File: src/rtl/u8u16_pkg.sv
`timescale 1ns / 1ps
package u8u16_pkg;

  localparam logic [7:0]  CONT_MASK    = 8'hc0;
  localparam logic [7:0]  CONT_TAG     = 8'h80;
  localparam logic [30:0] SURR_LO      = 31'h0000d800;
  localparam logic [30:0] BMP_HI_START = 31'h0000e000;
  localparam logic [30:0] BMP_LAST     = 31'h0000ffff;
  localparam logic [30:0] SUPP_FIRST   = 31'h00010000;
  localparam logic [30:0] SUPP_LAST    = 31'h0010ffff;
  localparam logic [30:0] BOM_CODE     = 31'h0000feff;
  localparam logic [15:0] HI_SURR_BASE = 16'hd800;
  localparam logic [15:0] LO_SURR_BASE = 16'hdc00;
  localparam logic [2:0]  BOM_LEN      = 3'd3;

  // results caused by one byte: one unit, a surrogate pair, or an error
  typedef struct packed {
    logic [15:0] unit0;
    logic [15:0] unit1;
    logic        err;
    logic        two;
  } grp_t;

  // sequence length set by a lead byte, zero for a bad lead
  function automatic logic [2:0] lead_len(input logic [7:0] b);
    logic [2:0] n;
    begin
      if (b < 8'h80)      n = 3'd1;
      else if (b < 8'hc0) n = 3'd0;
      else if (b < 8'he0) n = 3'd2;
      else if (b < 8'hf0) n = 3'd3;
      else if (b < 8'hf8) n = 3'd4;
      else if (b < 8'hfc) n = 3'd5;
      else if (b < 8'hfe) n = 3'd6;
      else                n = 3'd0;
      return n;
    end
  endfunction

  // payload bits a lead byte keeps
  function automatic logic [7:0] lead_keep(input logic [2:0] n);
    logic [7:0] m;
    begin
      case (n)
        3'd1:    m = 8'h7f;
        3'd2:    m = 8'h1f;
        3'd3:    m = 8'h0f;
        3'd4:    m = 8'h07;
        3'd5:    m = 8'h03;
        3'd6:    m = 8'h01;
        default: m = 8'h00;
      endcase
      return m;
    end
  endfunction

endpackage

File: src/rtl/utf8_to_utf16_converter_unit.sv
`timescale 1ns / 1ps
// utf-8 to utf-16 transcoder
// input channel: one utf-8 byte per beat (in_data_byte), in_end_of_string
//   marks the final byte of a string and returns the decoder to idle
// result channel: one utf-16 code unit per beat, out_error flags a malformed
//   string (unit is zero then), out_last_of_run marks the final beat that a
//   given input byte caused; a supplementary code gives two beats, high first
// a byte is decoded in the cycle it is accepted; its results are registered
//   in the output register, or in the skid register while the receiver
//   stalls; a byte that gives one unit sustains one beat per cycle while
//   out_stall is low; bytes that give no result (non-final continuations,
//   byte-order mark, discarded bytes) never occupy the output
// a one-group skid register behind the output register lets one more byte
//   be accepted while the receiver stalls; in_stall rises once that is full
// after an error, bytes are dropped until end of string
// reset (rst_n low, synchronous) clears the decoder state and empties both
//   result registers
module utf8_to_utf16_converter_unit (
  input  logic        clk,
  input  logic        rst_n,
  input  logic        in_valid,
  output logic        in_stall,
  input  logic [7:0]  in_data_byte,
  input  logic        in_end_of_string,
  output logic        out_valid,
  input  logic        out_stall,
  output logic [15:0] out_code_unit,
  output logic        out_error,
  output logic        out_last_of_run
);
  import u8u16_pkg::*;

  // decoder state
  logic [2:0]  rem_r, rem_nxt;
  logic [2:0]  len_r, len_nxt;
  logic [30:0] acc_r, acc_nxt;
  logic        disc_r, disc_nxt;

  // output register and skid register
  logic        o_valid_r, o_valid_nxt;
  logic        o_idx_r, o_idx_nxt;
  grp_t        o_grp_r, o_grp_nxt;
  logic        b_valid_r, b_valid_nxt;
  grp_t        b_grp_r, b_grp_nxt;

  logic        in_fire;
  logic [2:0]  ll;
  logic        err_seq;
  logic        err_eos;
  logic        fin;
  logic        bom;
  logic        is_single;
  logic        is_pair;
  logic        has_res;
  logic [19:0] fin_code;
  logic [19:0] supp_off;
  grp_t        new_grp;
  logic        o_done;
  logic        o_free;

  assign in_stall = b_valid_r;
  assign in_fire  = in_valid & ~b_valid_r;
  assign ll       = lead_len(in_data_byte);

  // byte decode, same cycle as acceptance
  always_comb begin
    rem_nxt  = rem_r;
    len_nxt  = len_r;
    acc_nxt  = acc_r;
    disc_nxt = disc_r;
    err_seq  = 1'b0;
    fin      = 1'b0;
    if (disc_r) begin
      // drop
    end else if (rem_r == 3'd0) begin
      if (in_data_byte == 8'h00) begin
        disc_nxt = 1'b1;  // string terminator
      end else if (ll == 3'd0) begin
        err_seq = 1'b1;
      end else begin
        len_nxt = ll;
        acc_nxt = {23'd0, in_data_byte & lead_keep(ll)};
        rem_nxt = ll - 3'd1;
        fin     = (ll == 3'd1);
      end
    end else if ((in_data_byte & CONT_MASK) != CONT_TAG) begin
      err_seq = 1'b1;
    end else begin
      acc_nxt = {acc_r[24:0], in_data_byte[5:0]};
      rem_nxt = rem_r - 3'd1;
      fin     = (rem_r == 3'd1);
    end

    // finished code, kept apart from the end-of-string clear below
    fin_code = acc_nxt[19:0];

    // classify a finished code
    bom       = fin && (len_nxt == BOM_LEN) && (acc_nxt == BOM_CODE);
    is_single = fin && !bom &&
                ((acc_nxt < SURR_LO) || ((acc_nxt >= BMP_HI_START) && (acc_nxt <= BMP_LAST)));
    is_pair   = fin && !bom && (acc_nxt >= SUPP_FIRST) && (acc_nxt <= SUPP_LAST);
    if (fin && !bom && !is_single && !is_pair) begin
      err_seq = 1'b1;
    end
    if (err_seq) begin
      disc_nxt  = 1'b1;
      rem_nxt   = 3'd0;
      is_single = 1'b0;
      is_pair   = 1'b0;
    end

    // string ends with continuation bytes still expected
    err_eos = in_end_of_string && !disc_nxt && (rem_nxt != 3'd0);
    if (in_end_of_string) begin
      rem_nxt  = 3'd0;
      len_nxt  = 3'd0;
      acc_nxt  = '0;
      disc_nxt = 1'b0;
    end
  end

  always_comb begin
    supp_off      = fin_code - SUPP_FIRST[19:0];
    new_grp.err   = err_seq | err_eos;
    new_grp.two   = is_pair;
    new_grp.unit0 = '0;
    new_grp.unit1 = LO_SURR_BASE | {6'd0, supp_off[9:0]};
    if (is_pair) begin
      new_grp.unit0 = HI_SURR_BASE | {6'd0, supp_off[19:10]};
    end else if (is_single) begin
      new_grp.unit0 = fin_code[15:0];
    end
    has_res = err_seq | err_eos | is_single | is_pair;
  end

  // output side
  assign out_valid       = o_valid_r;
  assign out_code_unit   = o_idx_r ? o_grp_r.unit1 : o_grp_r.unit0;
  assign out_error       = o_grp_r.err;
  assign out_last_of_run = ~o_grp_r.two | o_idx_r;

  assign o_done = o_valid_r & ~out_stall & out_last_of_run;
  assign o_free = ~o_valid_r | o_done;

  always_comb begin
    o_valid_nxt = o_valid_r;
    o_idx_nxt   = o_idx_r;
    o_grp_nxt   = o_grp_r;
    b_valid_nxt = b_valid_r;
    b_grp_nxt   = b_grp_r;
    if (o_valid_r && !out_stall && !out_last_of_run) begin
      o_idx_nxt = 1'b1;  // high surrogate taken, show the low one
    end
    if (o_free) begin
      o_idx_nxt = 1'b0;
      if (b_valid_r) begin
        o_valid_nxt = 1'b1;
        o_grp_nxt   = b_grp_r;
        b_valid_nxt = 1'b0;
      end else if (in_fire && has_res) begin
        o_valid_nxt = 1'b1;
        o_grp_nxt   = new_grp;
      end else begin
        o_valid_nxt = 1'b0;
      end
    end else if (in_fire && has_res) begin
      b_valid_nxt = 1'b1;
      b_grp_nxt   = new_grp;
    end
  end

  always_ff @(posedge clk) begin
    if (!rst_n) begin
      rem_r     <= '0;
      len_r     <= '0;
      acc_r     <= '0;
      disc_r    <= 1'b0;
      o_valid_r <= 1'b0;
      o_idx_r   <= 1'b0;
      b_valid_r <= 1'b0;
    end else begin
      if (in_fire) begin
        rem_r  <= rem_nxt;
        len_r  <= len_nxt;
        acc_r  <= acc_nxt;
        disc_r <= disc_nxt;
      end
      o_valid_r <= o_valid_nxt;
      o_idx_r   <= o_idx_nxt;
      b_valid_r <= b_valid_nxt;
    end
  end

  // payload registers
  always_ff @(posedge clk) begin
    o_grp_r <= o_grp_nxt;
    b_grp_r <= b_grp_nxt;
  end

endmodule

File: config.mk
export PLATFORM = sky130hd
export DESIGN_NAME = utf8_to_utf16_converter_unit
export DESIGN_NICKNAME = d
export VERILOG_FILES = /design/src/rtl/u8u16_pkg.sv /design/src/rtl/utf8_to_utf16_converter_unit.sv
export SDC_FILE = /design/constraint.sdc
export NUM_CORES = 1
export LEC_CHECK = 0
export BUFFER_PORTS_ARGS = -buffer_cell sky130_fd_sc_hd__buf_2
export CORE_ASPECT_RATIO = 1.1
export CORE_MARGIN = 3
export CORE_UTILIZATION = 40
export DETAILED_ROUTE_END_ITERATION = 10
export PLACE_DENSITY_LB_ADDON = 0.15
export SLEW_MARGIN = 0
export SYNTH_ARGS = -nofsm -noshare
export SYNTH_HDL_FRONTEND = slang
export SYNTH_SLANG_ARGS = --single-unit
File: constraint.sdc
create_clock -name clk -period 12.8 [get_ports clk]
set_input_delay 0 -clock clk [delete_from_list [all_inputs] [get_ports clk]]
set_output_delay 0 -clock clk [all_outputs]
set_load 0.1 [all_outputs]
# Word-level counts from Yosys, hierarchy flattened
# Cells that the tools add are included.
dict set report op_classes {
  n_mux 55
  n_reduce_logical 29
  eq_ne 10
  n_addsub 3
  magnitude_cmp 12
  bitwise 15
}
# op n
set ops {}
lappend ops {{two-way mux 31 bit} 6}
lappend ops {{two-way mux 34 bit} 2}
lappend ops {{two-way mux 3 bit} 19}
lappend ops {{less-than comparator 8 bit (second input constant)} 7}
lappend ops {{two-way mux 16 bit} 3}
lappend ops {{case mux 7 bit (6 select lines)} 1}
lappend ops {{two-way mux 8 bit} 4}
lappend ops {{== test 31 x 16 -> 1 bit (second input constant)} 1}
lappend ops {{>= comparator 31 x 16 -> 1 bit (second input constant)} 1}
lappend ops {{>= comparator 31 x 17 -> 1 bit (second input constant)} 1}
lappend ops {{less-or-equal comparator 31 x 16 -> 1 bit (second input constant)} 1}
lappend ops {{less-or-equal comparator 31 x 21 -> 1 bit (second input constant)} 1}
lappend ops {{less-than comparator 31 x 16 -> 1 bit (second input constant)} 1}
lappend ops {{two-way mux 1 bit} 20}
lappend ops {{subtractor 20 x 17 -> 20 bit (second input constant)} 1}
lappend ops {{logical AND 1 bit} 14}
lappend ops {{== test 3 x 2 -> 1 bit (second input constant)} 3}
lappend ops {{== test 3 bit (second input constant)} 3}
lappend ops {{bitwise AND 8 bit} 1}
lappend ops {{zero test 8 bit} 1}
lappend ops {{== test 3 x 1 -> 1 bit (second input constant)} 2}
lappend ops {{zero test 1 bit} 6}
lappend ops {{zero test 3 bit} 2}
lappend ops {{NOT 1 bit} 6}
lappend ops {{9 further kinds} 17}
dict set report totals {
  ff_bits 97
  output_inout_bits 20
  word_cells 139
  inputBits 13
}

# Depth between registers and ports, before layout
# Gate-level depths: netlist (run 1).
dict set report logic_depth {
  ltp_word 38
  mapped_depth 19
  depth_no_buf 15
}

# Worst setup path before layout (run 1)
# No wires, ideal clock.
dict set report synth_timing {
  path_kind {reg-to-reg}
  startpoint {register rem_r[0]}
  endpoint {register o_grp_r[0] (netlist bit) (enable)}
  stages_incl_launch_ff 16
  path_slack_ns 8.399
  path_buffers 2
  required_ns 12.387
  t_arrival_ns 3.988
  setup_time_ns 0.413
  synth_period_minus_slack_ns 4.401
  path_cell_list {dfxtp_1 > inv_1 > ha_1 > nor2b_1 > nor3_4 > buf_2 > buf_1 > nand2_1 > a21oi_1 > inv_1 > ha_1 > o211ai_1 > nor4_1 > o21ai_0 > a21oi_1 > nor2_1}
}
dict set report synth_between {
  elab_chain_len 23
  elab_cells_between_ends 54
  cone_classes {1 x add/sub; 5 x order compare; 3 x eq/ne; 21 x mux; 3 x bitwise; 21 x reduce/logical}
}
# element line_no
set synth_rtl {}
lappend synth_rtl {{start, declared} utf8_to_utf16_converter_unit.sv:34} ;# logic [2:0] rem_r, rem_nxt;
lappend synth_rtl {{start signal, assigned} utf8_to_utf16_converter_unit.sv:183} ;# rem_r <= rem_nxt;
lappend synth_rtl {{branches (longest 19 deep; another with >= comparator 31 x 16 -> 1 bit)} -}
lappend synth_rtl {{bitwise OR 1 bit *} utf8_to_utf16_converter_unit.sv:133} ;# has_res = err_seq | err_eos | is_single | is_pair;
lappend synth_rtl {{logical AND 1 bit *} utf8_to_utf16_converter_unit.sv:160} ;# end else if (in_fire && has_res) begin
lappend synth_rtl {{nonzero test 2 bit (no source line) *} -}
lappend synth_rtl {{AND reduction 2 bit (no source line) *} -}
lappend synth_rtl {{end signal, assigned} utf8_to_utf16_converter_unit.sv:196} ;# o_grp_r <= o_grp_nxt;
lappend synth_rtl {{end, declared} utf8_to_utf16_converter_unit.sv:42} ;# grp_t o_grp_r, o_grp_nxt;
# Mark *: on every way between the ends.
# A chain may end at the register's enable or synchronous reset.

# Worst setup path after layout (run 1)
dict set report layout_timing {
  startpoint {register rem_r[0]}
  endpoint {register o_grp_r[23] (netlist bit), data pin}
}
dict set report layout_between {
  elab_chain_len 18
  elab_cells_between_ends 39
  cone_classes {1 x add/sub; 5 x order compare; 3 x eq/ne; 16 x mux; 14 x reduce/logical}
}
# element line_no
set layout_rtl {}
lappend layout_rtl {{branches (longest 15 deep; another with >= comparator 31 x 16 -> 1 bit)} -}
lappend layout_rtl {{two-way mux 16 bit *} utf8_to_utf16_converter_unit.sv:128} ;# if (is_pair) begin
lappend layout_rtl {{two-way mux 34 bit *} utf8_to_utf16_converter_unit.sv:160}
lappend layout_rtl {{two-way mux 34 bit *} utf8_to_utf16_converter_unit.sv:156} ;# if (b_valid_r) begin
# Mark *: on every way between the ends. The select of a mux whose other input is x is not followed.

==> flow_summary.rst, run 1 <==
.. list-table::
   :header-rows: 1

   * - Metric
     - Value
   * - Run status
     - finished, final reports clean
   * - Final critical path time including I/O delays and setup
     - 5020 ps
   * - Avg Cell Area, Syn
     - 9.51 sq um
   * - Area contributors post-synth
     - sky130_fd_sc_hd__edfxtp_1 (30%), sky130_fd_sc_hd__dfxtp_1 (14%), sky130_fd_sc_hd__nand2_1 (4.6%), sky130_fd_sc_hd__a22oi_1 (4.5%), sky130_fd_sc_hd__mux2_2 (4.4%)
   * - Clock tree from TritonCTS
     - done
   * - Transition time of the tightest slew-check pin
     - 1000 ps
   * - Root Driver
     - sky130_fd_sc_hd__clkbuf_16
   * - Clock sink count
     - 97
   * - Arrival time reported for the critical path endpoint
     - 5190 ps
   * - Final critical-path share of the clock period
     - 39.2%
   * - Share of layout cells above drive strength 1
     - 17.8%
   * - Number of buffers on the longest clock path
     - 2
   * - Full die area
     - 15700 sq um
   * - Post-CTS setup-driven buffer insertion count
     - 0
   * - First drt pass iteration count
     - 5
   * - Post-synthesis instance area
     - 5680 sq um
   * - Count of filler cells inserted in the layout
     - 1383
   * - Area leader, netlist
     - sky130_fd_sc_hd__edfxtp_1
   * - Area Overhead vs Synth
     - 10.4%
   * - Maximum fanout along the worst path
     - 26
   * - Number of global-route vias before repair
     - 4604
   * - Launch point of the worst reg-to-reg path
     - rem_r[0]
   * - Number of flops mapped to enable cells by yosys
     - 56
   * - Max_cap viols
     - 0
   * - Leak
     - 2.19 nW
   * - Fraction of the yosys area taken by sequential cells
     - 44.0%
   * - # hold bufs at CTS
     - 0
   * - Worst Slack Setup Final
     - 7780 ps
   * - Syn Nets
     - 618
   * - Clock-pin slew on the worst setup and hold paths
     - 70 ps
   * - Launch instance of the worst min-delay path
     - in_valid
   * - Number of distinct library cell variants in the gate-level netlist after synthesis
     - 76
   * - Peak clock frequency supported by timing
     - 199 MHz
   * - Number of remaining DRC errors
     - 0
   * - Cell area power density
     - 130 nW/um^2
   * - Overall power after layout
     - 814 uW
   * - Final net count
     - 629
   * - Unrepaired setup endpoints after global routing
     - false
   * - Critical path class
     - reg2reg
   * - Antenna-violating nets left
     - 0
   * - Detailed-route wire length per cell
     - 19.7 microns
   * - Setup skew after layout
     - 7.28 ps
   * - Gpl congestion
     - 0.965
   * - Asr flop ratio synth
     - 0%
   * - Commonest register cell after synthesis
     - sky130_fd_sc_hd__edfxtp_1
   * - Final Max Tran Viols
     - 0
   * - Via total after detailed routing
     - 4852
   * - Area share of the leading cell type in the synthesized netlist
     - 29.6%
   * - Number of top-level design ports
     - 33
   * - Type of destination of the critical path
     - register
   * - Diode insertion count for antenna repair
     - 0
   * - Clock latency on the worst-skew pair
     - 360 ps
   * - Clock H-tree levels
     - 3
   * - Hold Fails Final Rpt
     - 0
   * - Overflow left after global routing
     - 0
   * - FF+latch count, synth
     - 97
   * - Starting density of the core
     - 41.0%
   * - Min-delay worst type
     - in2reg
   * - Placement-stage worst setup slack
     - 7870 ps
   * - Number of buffers added by the clock tree synthesis step
     - 9
   * - Floorplan die height
     - 131 microns
   * - Peak VDD IR
     - 0.0000804 V
   * - Total setup violations reported at the end of the flow
     - 0
   * - Die X-Extent
     - 120 microns
   * - Post-synthesis instance total
     - 598
   * - Pin count of the biggest net entering global routing
     - 43
   * - Area of the core
     - 13900 sq um
   * - Initial antenna violation count
     - 0
   * - Type of element launching the critical path
     - register
   * - Max-slew headroom
     - 33.0%
   * - DR vias/cell
     - 6.05
   * - Wire length of the first global-routing pass
     - 25.3 mm
   * - Number of rows created at floorplan
     - 45
   * - WP data required
     - 12960 ps
   * - Syn. warnings
     - 0
   * - Global-route usage over all layers
     - 20.6%
   * - DR iter-0 viols
     - 415
   * - DP Wirelength
     - 10.8 mm
   * - Number of input and output port buffers inserted
     - 32
   * - TNS Setup
     - 0 ps
   * - Worst setup path start
     - rem_r[0]
   * - Post-cts sizing count
     - 0
   * - Total wirelength of the detailed-routed design
     - 15.8 mm
[metrics by stage]
stage                     std cells  area [sq um]  utilization [%]  hold slack [ps]
final                           802          6280             45.3             18.3
after detailed placement        786          5970             43.1              369
after floorplan                 598          5680                -              162
after global placement          786          5970             43.1              348
after global routing            802          6280             45.3             15.2
after CTS                       802          6280             45.3             2.66
[layer usage]
| metal | GRT usage [%] | vias to the layer above | part of all wire [%] |
|---|---|---|---|
| li1 | - | 2267 | - |
| met1 | 27.9 | 2383 | 46 |
| met2 | 33.1 | 168 | 47 |
| met3 | 3.27 | 34 | 4.9 |
| met4 | 8.63 | 0 | 2.6 |
| met5 | 0 | - | 0 |
[kinds of logic after synthesis]
| family | synth area share (%) |
|---|---|
| buffers and inverters | 4.91 |
| AND/OR/NAND/NOR | 21.3 |
| AO/OA/AOI/OAI | 22.5 |
| flip-flops | 44.0 |
| multiplexers | 5.42 |
| XOR/XNOR | 0.308 |
| adder cells (fa/ha/maj) | 1.54 |
[power breakdown]
part / total, mW / switching, mW / leakage (nW) / internal (mW)
logic: 0.173 / 0.132 / 1.19 / 0.0410
registers: 0.359 / 0.00727 / 0.850 / 0.352
clock network: 0.281 / 0.124 / 0.151 / 0.158
[state kept, by name (all words and copies together), names as in the netlist]
name,cells
acc_r,31
b_grp_r,28
o_grp_r,27
len_r,3
rem_r,3
disc_r,1
in_stall,1
o_idx_r,1
out_error,1
out_valid,1
[critical path: stages (launching register included)]
cell and delay, ps:
sky130_fd_sc_hd__dfxtp_1 390, sky130_fd_sc_hd__inv_1 100, sky130_fd_sc_hd__ha_1 250, sky130_fd_sc_hd__nor2b_1 300, sky130_fd_sc_hd__nor3_4 870, sky130_fd_sc_hd__a22oi_1 280
sky130_fd_sc_hd__a2111oi_2 470, sky130_fd_sc_hd__nand4_1 200, sky130_fd_sc_hd__nor4_1 330, sky130_fd_sc_hd__mux2i_1 790, sky130_fd_sc_hd__nand3_2 470, sky130_fd_sc_hd__o31ai_1 370
[cell usage in the layout (no fill, tap or decap), drive strengths merged, types with 6 or more instances in the layout]
cell type,n
nand2,70
edfxtp,56
buf,42
dfxtp,41
nor2,38
nor2b,38
a22oi,34
inv,27
o21ai,23
mux2,22
a21oi,20
o31ai,16
nand3,16
nand4,13
nor3,11
clkbuf,10
o22ai,9
a32oi,9
or2,9
nor4,8
nand2b,7
ha,7
o211ai,7
a21boi,7
mux2i,6
[worst paths after layout]
path	cells past startpoint	slack [ps]	to
worst min register to register	1	510	o_idx_r
worst max register to register	11	7780	o_grp_r[23]
worst min-delay path	3	20	in_stall
worst max-delay path	11	7780	o_grp_r[23]
[Yosys cell counts, drive strengths merged, types with 3 or more instances]
master	instances
nand2	70
o21a	3
nor2	38
a21oi	20
o21ai	23
a21boi	7
mux2	22
nand2b	7
or2	9
o31a	4
o31ai	16
inv	25
o41ai	3
o22ai	9
dfxtp	41
clkbuf	28
nand4	13
nor4	8
a31oi	5
nand3	16
nor3	11
a2bb2oi	5
a32oi	9
ha	7
o221ai	3
o211ai	7
mux2i	6
nor2b	38
and3	3
buf	14
or3	4
edfxtp	56
a22oi	34
[area by class of cell]
| cell class | instances | area [sq um] | share of cell area (%) |
|---|---|---|---|
| multi-input combinational | 434 | 2910 | 46.3 |
| sequential | 97 | 2500 | 39.9 |
| clock buffer | 10 | 239 | 3.81 |
| timing repair buffer | 42 | 235 | 3.75 |
| tap | 188 | 235 | 3.75 |
| inverter | 25 | 93.8 | 1.50 |
| clock inverter | 6 | 65.1 | 1.04 |
(Power assumes the default switching activity.)
==> run 2, diff against run 1 <==
ABC_AREA = 1   (was default)
clock period = 4.7 ns   (was 12.8 ns; I/O delays follow)
==> flow_summary.rst, run 2 <==
.. list-table::
   :header-rows: 1

   * - Metric
     - Value
   * - Most frequent cell after synthesis
     - sky130_fd_sc_hd__nand2_1
   * - Number of remaining DRC errors
     - 0
   * - FF+latch count, synth
     - 97
   * - Peak VDD IR
     - 0.000138 V
   * - Diode insertion count for antenna repair
     - 0
   * - Transition time of the tightest slew-check pin
     - 825 ps
   * - Number of buffers added by the clock tree synthesis step
     - 9
   * - Floorplan die height
     - 131 microns
   * - Initial antenna violation count
     - 0
   * - Syn Nets
     - 760
   * - Syn. warnings
     - 0
   * - Setup skew after layout
     - 6.56 ps
   * - DR vias/cell
     - 4.96
   * - Final Max Tran Viols
     - 0
   * - Max_cap viols
     - 0
   * - Area of the core
     - 13900 sq um
   * - Flip-flop count of the largest register, all copies and words added
     - 31
   * - Clock sink count
     - 97
   * - Arrival time reported for the critical path endpoint
     - 4260 ps
   * - Share of layout cells above drive strength 1
     - 15.9%
   * - Root Driver
     - sky130_fd_sc_hd__clkbuf_16
   * - Type of destination of the critical path
     - register
   * - Most common cell after layout, fill and taps aside
     - sky130_fd_sc_hd__nand2_1
   * - Max-slew headroom
     - 44.9%
   * - Number of distinct library cell variants in the gate-level netlist after synthesis
     - 48
   * - Total setup violations reported at the end of the flow
     - 0
   * - Type of element launching the critical path
     - register
   * - Final critical-path share of the clock period
     - 89.6%
   * - Final critical path time including I/O delays and setup
     - 4210 ps
   * - Wire length of the first global-routing pass
     - 22.1 mm
   * - Via total after detailed routing
     - 4704
   * - Antenna-violating nets left
     - 0
   * - Unrepaired setup endpoints after global routing
     - false
   * - DP Wirelength
     - 9.88 mm
   * - Peak clock frequency supported by timing
     - 238 MHz
   * - Min-delay worst type
     - in2reg
   * - Clock H-tree levels
     - 3
   * - Full die area
     - 15700 sq um
   * - Most flop-heavy register
     - acc_r
   * - Clock tree from TritonCTS
     - done
   * - Post-synthesis instance area
     - 5670 sq um
   * - Commonest register cell after synthesis
     - sky130_fd_sc_hd__edfxtp_1
   * - Fraction of the yosys area taken by sequential cells
     - 44.1%
   * - First drt pass iteration count
     - 6
   * - Most instantiated cells after synthesis
     - sky130_fd_sc_hd__nand2_1 (240), sky130_fd_sc_hd__inv_1 (68), sky130_fd_sc_hd__edfxtp_1 (56)
   * - Area leader, netlist
     - sky130_fd_sc_hd__edfxtp_1
   * - Run status
     - finished, final reports clean
   * - Die X-Extent
     - 120 microns
   * - TNS Setup
     - 0 ps
   * - Number of buffers on the longest clock path
     - 2
   * - WP data required
     - 4750 ps
   * - Number of top-level design ports
     - 33
   * - Pin count of the biggest net entering global routing
     - 44
   * - Number of input and output port buffers inserted
     - 32
   * - Logic depth of the worst register-to-register path
     - 20
   * - Post-synthesis instance total
     - 740
   * - Total wirelength of the detailed-routed design
     - 13.3 mm
   * - Cell area power density
     - 374 nW/um^2
   * - Overflow left after global routing
     - 0
   * - Asr flop ratio synth
     - 0%
   * - Detailed-route wire length per cell
     - 14.0 microns
   * - Number of flops mapped to enable cells by yosys
     - 56
   * - Gpl congestion
     - 0.879
   * - Number of global-route vias before repair
     - 4364
   * - Clock latency on the worst-skew pair
     - 350 ps
   * - Worst hold slack across all endpoints
     - 153 ps
   * - Biggest registers after layout
     - acc_r x31, b_grp_r x28, o_grp_r x27
   * - Avg Cell Area, Syn
     - 7.67 sq um
   * - Hold Fails Final Rpt
     - 0
   * - Maximum fanout along the worst path
     - 43
   * - Post-CTS setup-driven buffer insertion count
     - 0
   * - Most used cells in the layout excluding fill and tap cells
     - sky130_fd_sc_hd__nand2_1 (240), sky130_fd_sc_hd__inv_1 (68), sky130_fd_sc_hd__edfxtp_1 (56)
   * - Area Overhead vs Synth
     - 9.53%
   * - Hold depth
     - 4
   * - Area share of the leading cell type in the synthesized netlist
     - 29.6%
   * - Leak
     - 2.65 nW
   * - Clock-pin slew on the worst setup and hold paths
     - 60 ps
   * - DR iter-0 viols
     - 384
   * - Final standard cell count with taps included and fillers excluded
     - 949
   * - Global-route usage over all layers
     - 17.8%
   * - Number of rows created at floorplan
     - 45
   * - Overall power after layout
     - 2.33 mW
   * - Starting density of the core
     - 41.0%
   * - Placed Cells incl. Taps
     - 931
   * - Critical path class
     - reg2reg
   * - Final net count
     - 776
   * - Share of the core filled with cells
     - 44.9%
   * - Area contributors post-synth
     - sky130_fd_sc_hd__edfxtp_1 (30%), sky130_fd_sc_hd__nand2_1 (16%), sky130_fd_sc_hd__dfxtp_1 (14%), sky130_fd_sc_hd__a21oi_1 (4.7%), sky130_fd_sc_hd__inv_1 (4.5%)
run 2: cell types whose count changed in the layout (fill, tap and decap cells not counted), moves of 8 or more:
cell / before / now
sky130_fd_sc_hd__a21oi_1: 20 / 53
sky130_fd_sc_hd__a22oi_1: 34 / 0
sky130_fd_sc_hd__inv_1: 24 / 68
sky130_fd_sc_hd__inv_2: 1 / 9
sky130_fd_sc_hd__mux2_2: 22 / 1
sky130_fd_sc_hd__nand2_1: 70 / 240
sky130_fd_sc_hd__nand2_2: 0 / 16
sky130_fd_sc_hd__nand2_4: 0 / 9
sky130_fd_sc_hd__nand3_1: 14 / 42
sky130_fd_sc_hd__nand4_1: 12 / 4
sky130_fd_sc_hd__nor2b_1: 37 / 0
sky130_fd_sc_hd__o21ai_1: 0 / 21
sky130_fd_sc_hd__o22ai_1: 9 / 0
sky130_fd_sc_hd__o31ai_1: 16 / 0
run 2: path summary, 6_finish.rpt:
kind / from / endpoint / slack [ps]
max reg2reg: rem_r[0] / b_grp_r[33] / 490
max: rem_r[0] / b_grp_r[33] / 490
min: in_end_of_string / b_grp_r[1] / 150
min reg2reg: acc_r[28] / acc_r[28] / 460
run 2: metal layers:
metal	up-vias	GRT usage (%)	wire length [microns]
li1	2446	-	-
met1	2115	22.9	6200
met2	122	29.4	6100
met3	21	3.19	648
met4	0	8.63	368
met5	-	0	0
run 2: critical path, cell delays in order (launching register included):
cell and delay [ps]:
sky130_fd_sc_hd__dfxtp_1 360, sky130_fd_sc_hd__inv_1 90, sky130_fd_sc_hd__ha_1 230, sky130_fd_sc_hd__inv_1 70, sky130_fd_sc_hd__nor2_2 70, sky130_fd_sc_hd__nor2_4 300
sky130_fd_sc_hd__nand2_4 310, sky130_fd_sc_hd__o21ai_0 360, sky130_fd_sc_hd__a21oi_1 110, sky130_fd_sc_hd__nor2_1 120, sky130_fd_sc_hd__nand3_2 130, sky130_fd_sc_hd__nor3_1 280
sky130_fd_sc_hd__nand4_1 130, sky130_fd_sc_hd__nand2_1 130, sky130_fd_sc_hd__a21oi_4 80, sky130_fd_sc_hd__nor2_4 240, sky130_fd_sc_hd__nor2_1 80, sky130_fd_sc_hd__nand3_2 80
sky130_fd_sc_hd__nand2_2 90, sky130_fd_sc_hd__nor2_2 390, sky130_fd_sc_hd__buf_12 230
run 2: cell type report:
cell class,instances,area [sq um]
clock buffer,12,236
clock inverter,4,28.8
fill,1449,7640
inverter,79,297
multi-input combinational,529,2680
sequential,97,2500
tap,188,235
timing repair buffer,40,238
run 2: cell families after synthesis:
logic type,Yosys count,synth area share [%]
flops,97,44.1
xor+xnor,2,0.309
simple gates,393,31.8
compound gates,124,12.6
fa+ha+maj,7,1.54
mux,3,0.772
buf+inv,114,8.86
run 2: timing repair:
| action | CTS | global route |
|---|---|---|
| resized for setup | 0 | 0 |
| hold endpoints to repair | 2 | 0 |
| hold buffers | 2 | 0 |
run 2: per-stage QoR:
| stage | instance area [sq um] | worst slack (ps) |
|---|---|---|
| 4_1_cts | 6210 | 526 |
| 5_1_grt | 6210 | 54.7 |
| 3_5_place_dp | 5930 | 554 |
| 2_1_floorplan | 5670 | 441 |
| 6_report | 6210 | 491 |
| 3_3_place_gp | 5930 | 646 |
run 2: report_power, final:
group | internal [mW] | leakage (nW) | switching, mW
logic | 0.134 | 1.68 | 0.503
registers | 0.993 | 0.849 | 0.0278
clock network | 0.360 | 0.119 | 0.307
==> run 3, diff against run 2 <==
clock period = 4.95 ns   (was 4.7 ns; I/O delays follow)
==> flow_summary.rst, run 3 (synthesis gave the netlist of run 2 again) <==
.. list-table::
   :header-rows: 1

   * - Metric
     - Value
   * - Biggest registers after layout
     - acc_r x31, b_grp_r x28, o_grp_r x27
   * - Worst hold slack across all endpoints
     - 156 ps
   * - Share of layout cells above drive strength 1
     - 16.3%
   * - Diode insertion count for antenna repair
     - 0
   * - Worst setup path start
     - rem_r[0]
   * - Transition time of the tightest slew-check pin
     - 948 ps
   * - Placed Cells incl. Taps
     - 931
   * - Arrival time reported for the critical path endpoint
     - 4270 ps
   * - Starting density of the core
     - 41.0%
   * - Number of rows created at floorplan
     - 45
   * - Unrepaired setup endpoints after global routing
     - false
   * - Highest metal layer used by the detailed router
     - met4
   * - Peak clock frequency supported by timing
     - 237 MHz
   * - Initial antenna violation count
     - 0
   * - First drt pass iteration count
     - 5
   * - Most flop-heavy register
     - acc_r
   * - Final standard cell count with taps included and fillers excluded
     - 949
   * - Hold Fails Final Rpt
     - 0
   * - Max_cap viols
     - 0
   * - Total wirelength of the detailed-routed design
     - 13.4 mm
   * - Type of destination of the critical path
     - register
   * - Sum of buffers and inverters on the critical path
     - 3
   * - Total setup violations reported at the end of the flow
     - 0
   * - Cell area power density
     - 368 nW/um^2
   * - Count of filler cells inserted in the layout
     - 1419
   * - Max-slew headroom
     - 36.7%
   * - Number of global-route vias before repair
     - 4438
   * - Number of top-level design ports
     - 33
   * - Area of the core
     - 13900 sq um
   * - Number of buffers added by the clock tree synthesis step
     - 9
   * - Global-route usage over all layers
     - 18.1%
   * - Die X-Extent
     - 120 microns
   * - Most common cell after layout, fill and taps aside
     - sky130_fd_sc_hd__nand2_1
   * - Launch instance of the worst min-delay path
     - in_end_of_string
   * - Share of the core filled with cells
     - 45.2%
   * - Wire length of the first global-routing pass
     - 22.7 mm
   * - DR vias/cell
     - 4.98
   * - Final Max Tran Viols
     - 0
   * - Sum of met2 wire segment lengths after detailed routing
     - 6.12 mm
   * - Clock H-tree levels
     - 3
   * - CP max stage delay
     - 400 ps
   * - Post-cts sizing count
     - 0
   * - Total length of routed met3 wires
     - 586 microns
   * - Final critical-path share of the clock period
     - 85.1%
   * - Flip-flop count of the largest register, all copies and words added
     - 31
   * - Clock sink count
     - 97
   * - Number of input and output port buffers inserted
     - 32
   * - Clock latency on the worst-skew pair
     - 350 ps
   * - Area Overhead vs Synth
     - 10.3%
   * - Area of the multi-input gates
     - 2680 sq um
   * - Leak
     - 2.68 nW
   * - Launch point of the worst reg-to-reg path
     - rem_r[0]
   * - Gpl congestion
     - 0.865
   * - Clock tree from TritonCTS
     - done
   * - Run status
     - finished, final reports clean
   * - Pin count of the biggest net entering global routing
     - 44
   * - Overflow left after global routing
     - 0
   * - Area used by sequential logic in the layout
     - 2500 sq um
   * - Antenna-violating nets left
     - 0
   * - Min-delay worst type
     - in2reg
   * - Placement-stage worst setup slack
     - 793 ps
   * - WP data required
     - 5010 ps
   * - Floorplan die height
     - 131 microns
   * - Crit path cell chain
     - inv_1 -> ha_1 -> inv_1 -> nor2_2 -> nor2_4 -> nand2_4 -> o21ai_0 -> a21oi_1 -> nor2_1 -> nand3_2 -> nor3_1 -> nand4_1 -> nand2_1 -> a21oi_4 -> nor2_4 -> nor2_1 -> nand3_2 -> nand2_2 -> nor2_2 -> buf_12
   * - Cell with the largest stage delay on the worst path
     - sky130_fd_sc_hd__nor2_2
   * - Maximum fanout along the worst path
     - 43
   * - Number of buffers on the longest clock path
     - 2
   * - Detailed-route wire length per cell
     - 14.1 microns
   * - Full die area
     - 15700 sq um
   * - Root Driver
     - sky130_fd_sc_hd__clkbuf_16
   * - DR iter-0 viols
     - 384
   * - Clock-pin slew on the worst setup and hold paths
     - 70 ps
   * - DP Wirelength
     - 9.75 mm
   * - Setup skew after layout
     - 6.48 ps
   * - Number of remaining DRC errors
     - 0
   * - Most used cells in the layout excluding fill and tap cells
     - sky130_fd_sc_hd__nand2_1 (240), sky130_fd_sc_hd__inv_1 (68), sky130_fd_sc_hd__edfxtp_1 (56)
   * - Final net count
     - 776
   * - TNS Setup
     - 0 ps
   * - Via total after detailed routing
     - 4722
   * - Critical path class
     - reg2reg
   * - Type of element launching the critical path
     - register
   * - Dominant delay contributor by cell family on the critical path
     - simple AND/OR/NAND/NOR gates
   * - Peak VDD IR
     - 0.000150 V
   * - M1 WL
     - 6.28 mm
   * - Worst Slack Setup Final
     - 737 ps
   * - Final critical path time including I/O delays and setup
     - 4210 ps
## run 3: cell count changes in the layout (fill, tap and decap cells not counted)
cell and change:
sky130_fd_sc_hd__clkinv_4 +2, sky130_fd_sc_hd__bufinv_16 +1, sky130_fd_sc_hd__clkbuf_1 -3, sky130_fd_sc_hd__inv_6 +1
sky130_fd_sc_hd__clkinvlp_4 -1, sky130_fd_sc_hd__clkinvlp_2 -1, sky130_fd_sc_hd__clkbuf_8 +1
## run 3: what timing repair did
item,4_1_cts,5_1_grt
buffers inserted,0,0
hold buffers,2,0
endpoints found under the hold margin,2,0
## run 3: path summary, 6_finish.rpt
path,endpoint,slack [ps],cells after the start
setup reg to reg,b_grp_r[10],740,20
hold / removal,b_grp_r[1],160,4
hold reg to reg,acc_r[26],470,2
setup / recovery,b_grp_r[10],740,20
## run 3: final cells by class
type / instances / area share [%]
inverters: 79 / 4.74
repair buffers: 40 / 3.80
well taps: 188 / 3.76
flip-flops and latches: 97 / 40.0
clock inverters: 6 / 1.16
multi-input cells: 529 / 42.8
clock buffers: 10 / 3.82
## run 3: power breakdown
part           internal (mW)  switching (mW)  total [mW]
registers              0.943          0.0262       0.969
logic                  0.127           0.480       0.607
clock network          0.411           0.319       0.731
total                   1.48           0.826        2.31
## run 3: metrics by stage
step                      instance area [sq um]  power [mW]
final                                      6260        2.31
after floorplan                            5670        1.48
after global routing                       6260        2.41
after CTS                                  6260        2.33
after detailed placement                   5930        1.60
after global placement                     5930        1.59
## run 3: metal layers
metal / GRT usage [%] / vias up
li1: - / 2447
met1: 24.4 / 2147
met2: 29.1 / 109
met3: 3.53 / 19
met4: 7.35 / 0
met5: 0 / -
## run 3: worst min-delay path, cell delays in order
cell and delay (ps):
sky130_fd_sc_hd__buf_2 110, sky130_fd_sc_hd__and2_1 150, sky130_fd_sc_hd__nand2_2 80, sky130_fd_sc_hd__nand2_1 60
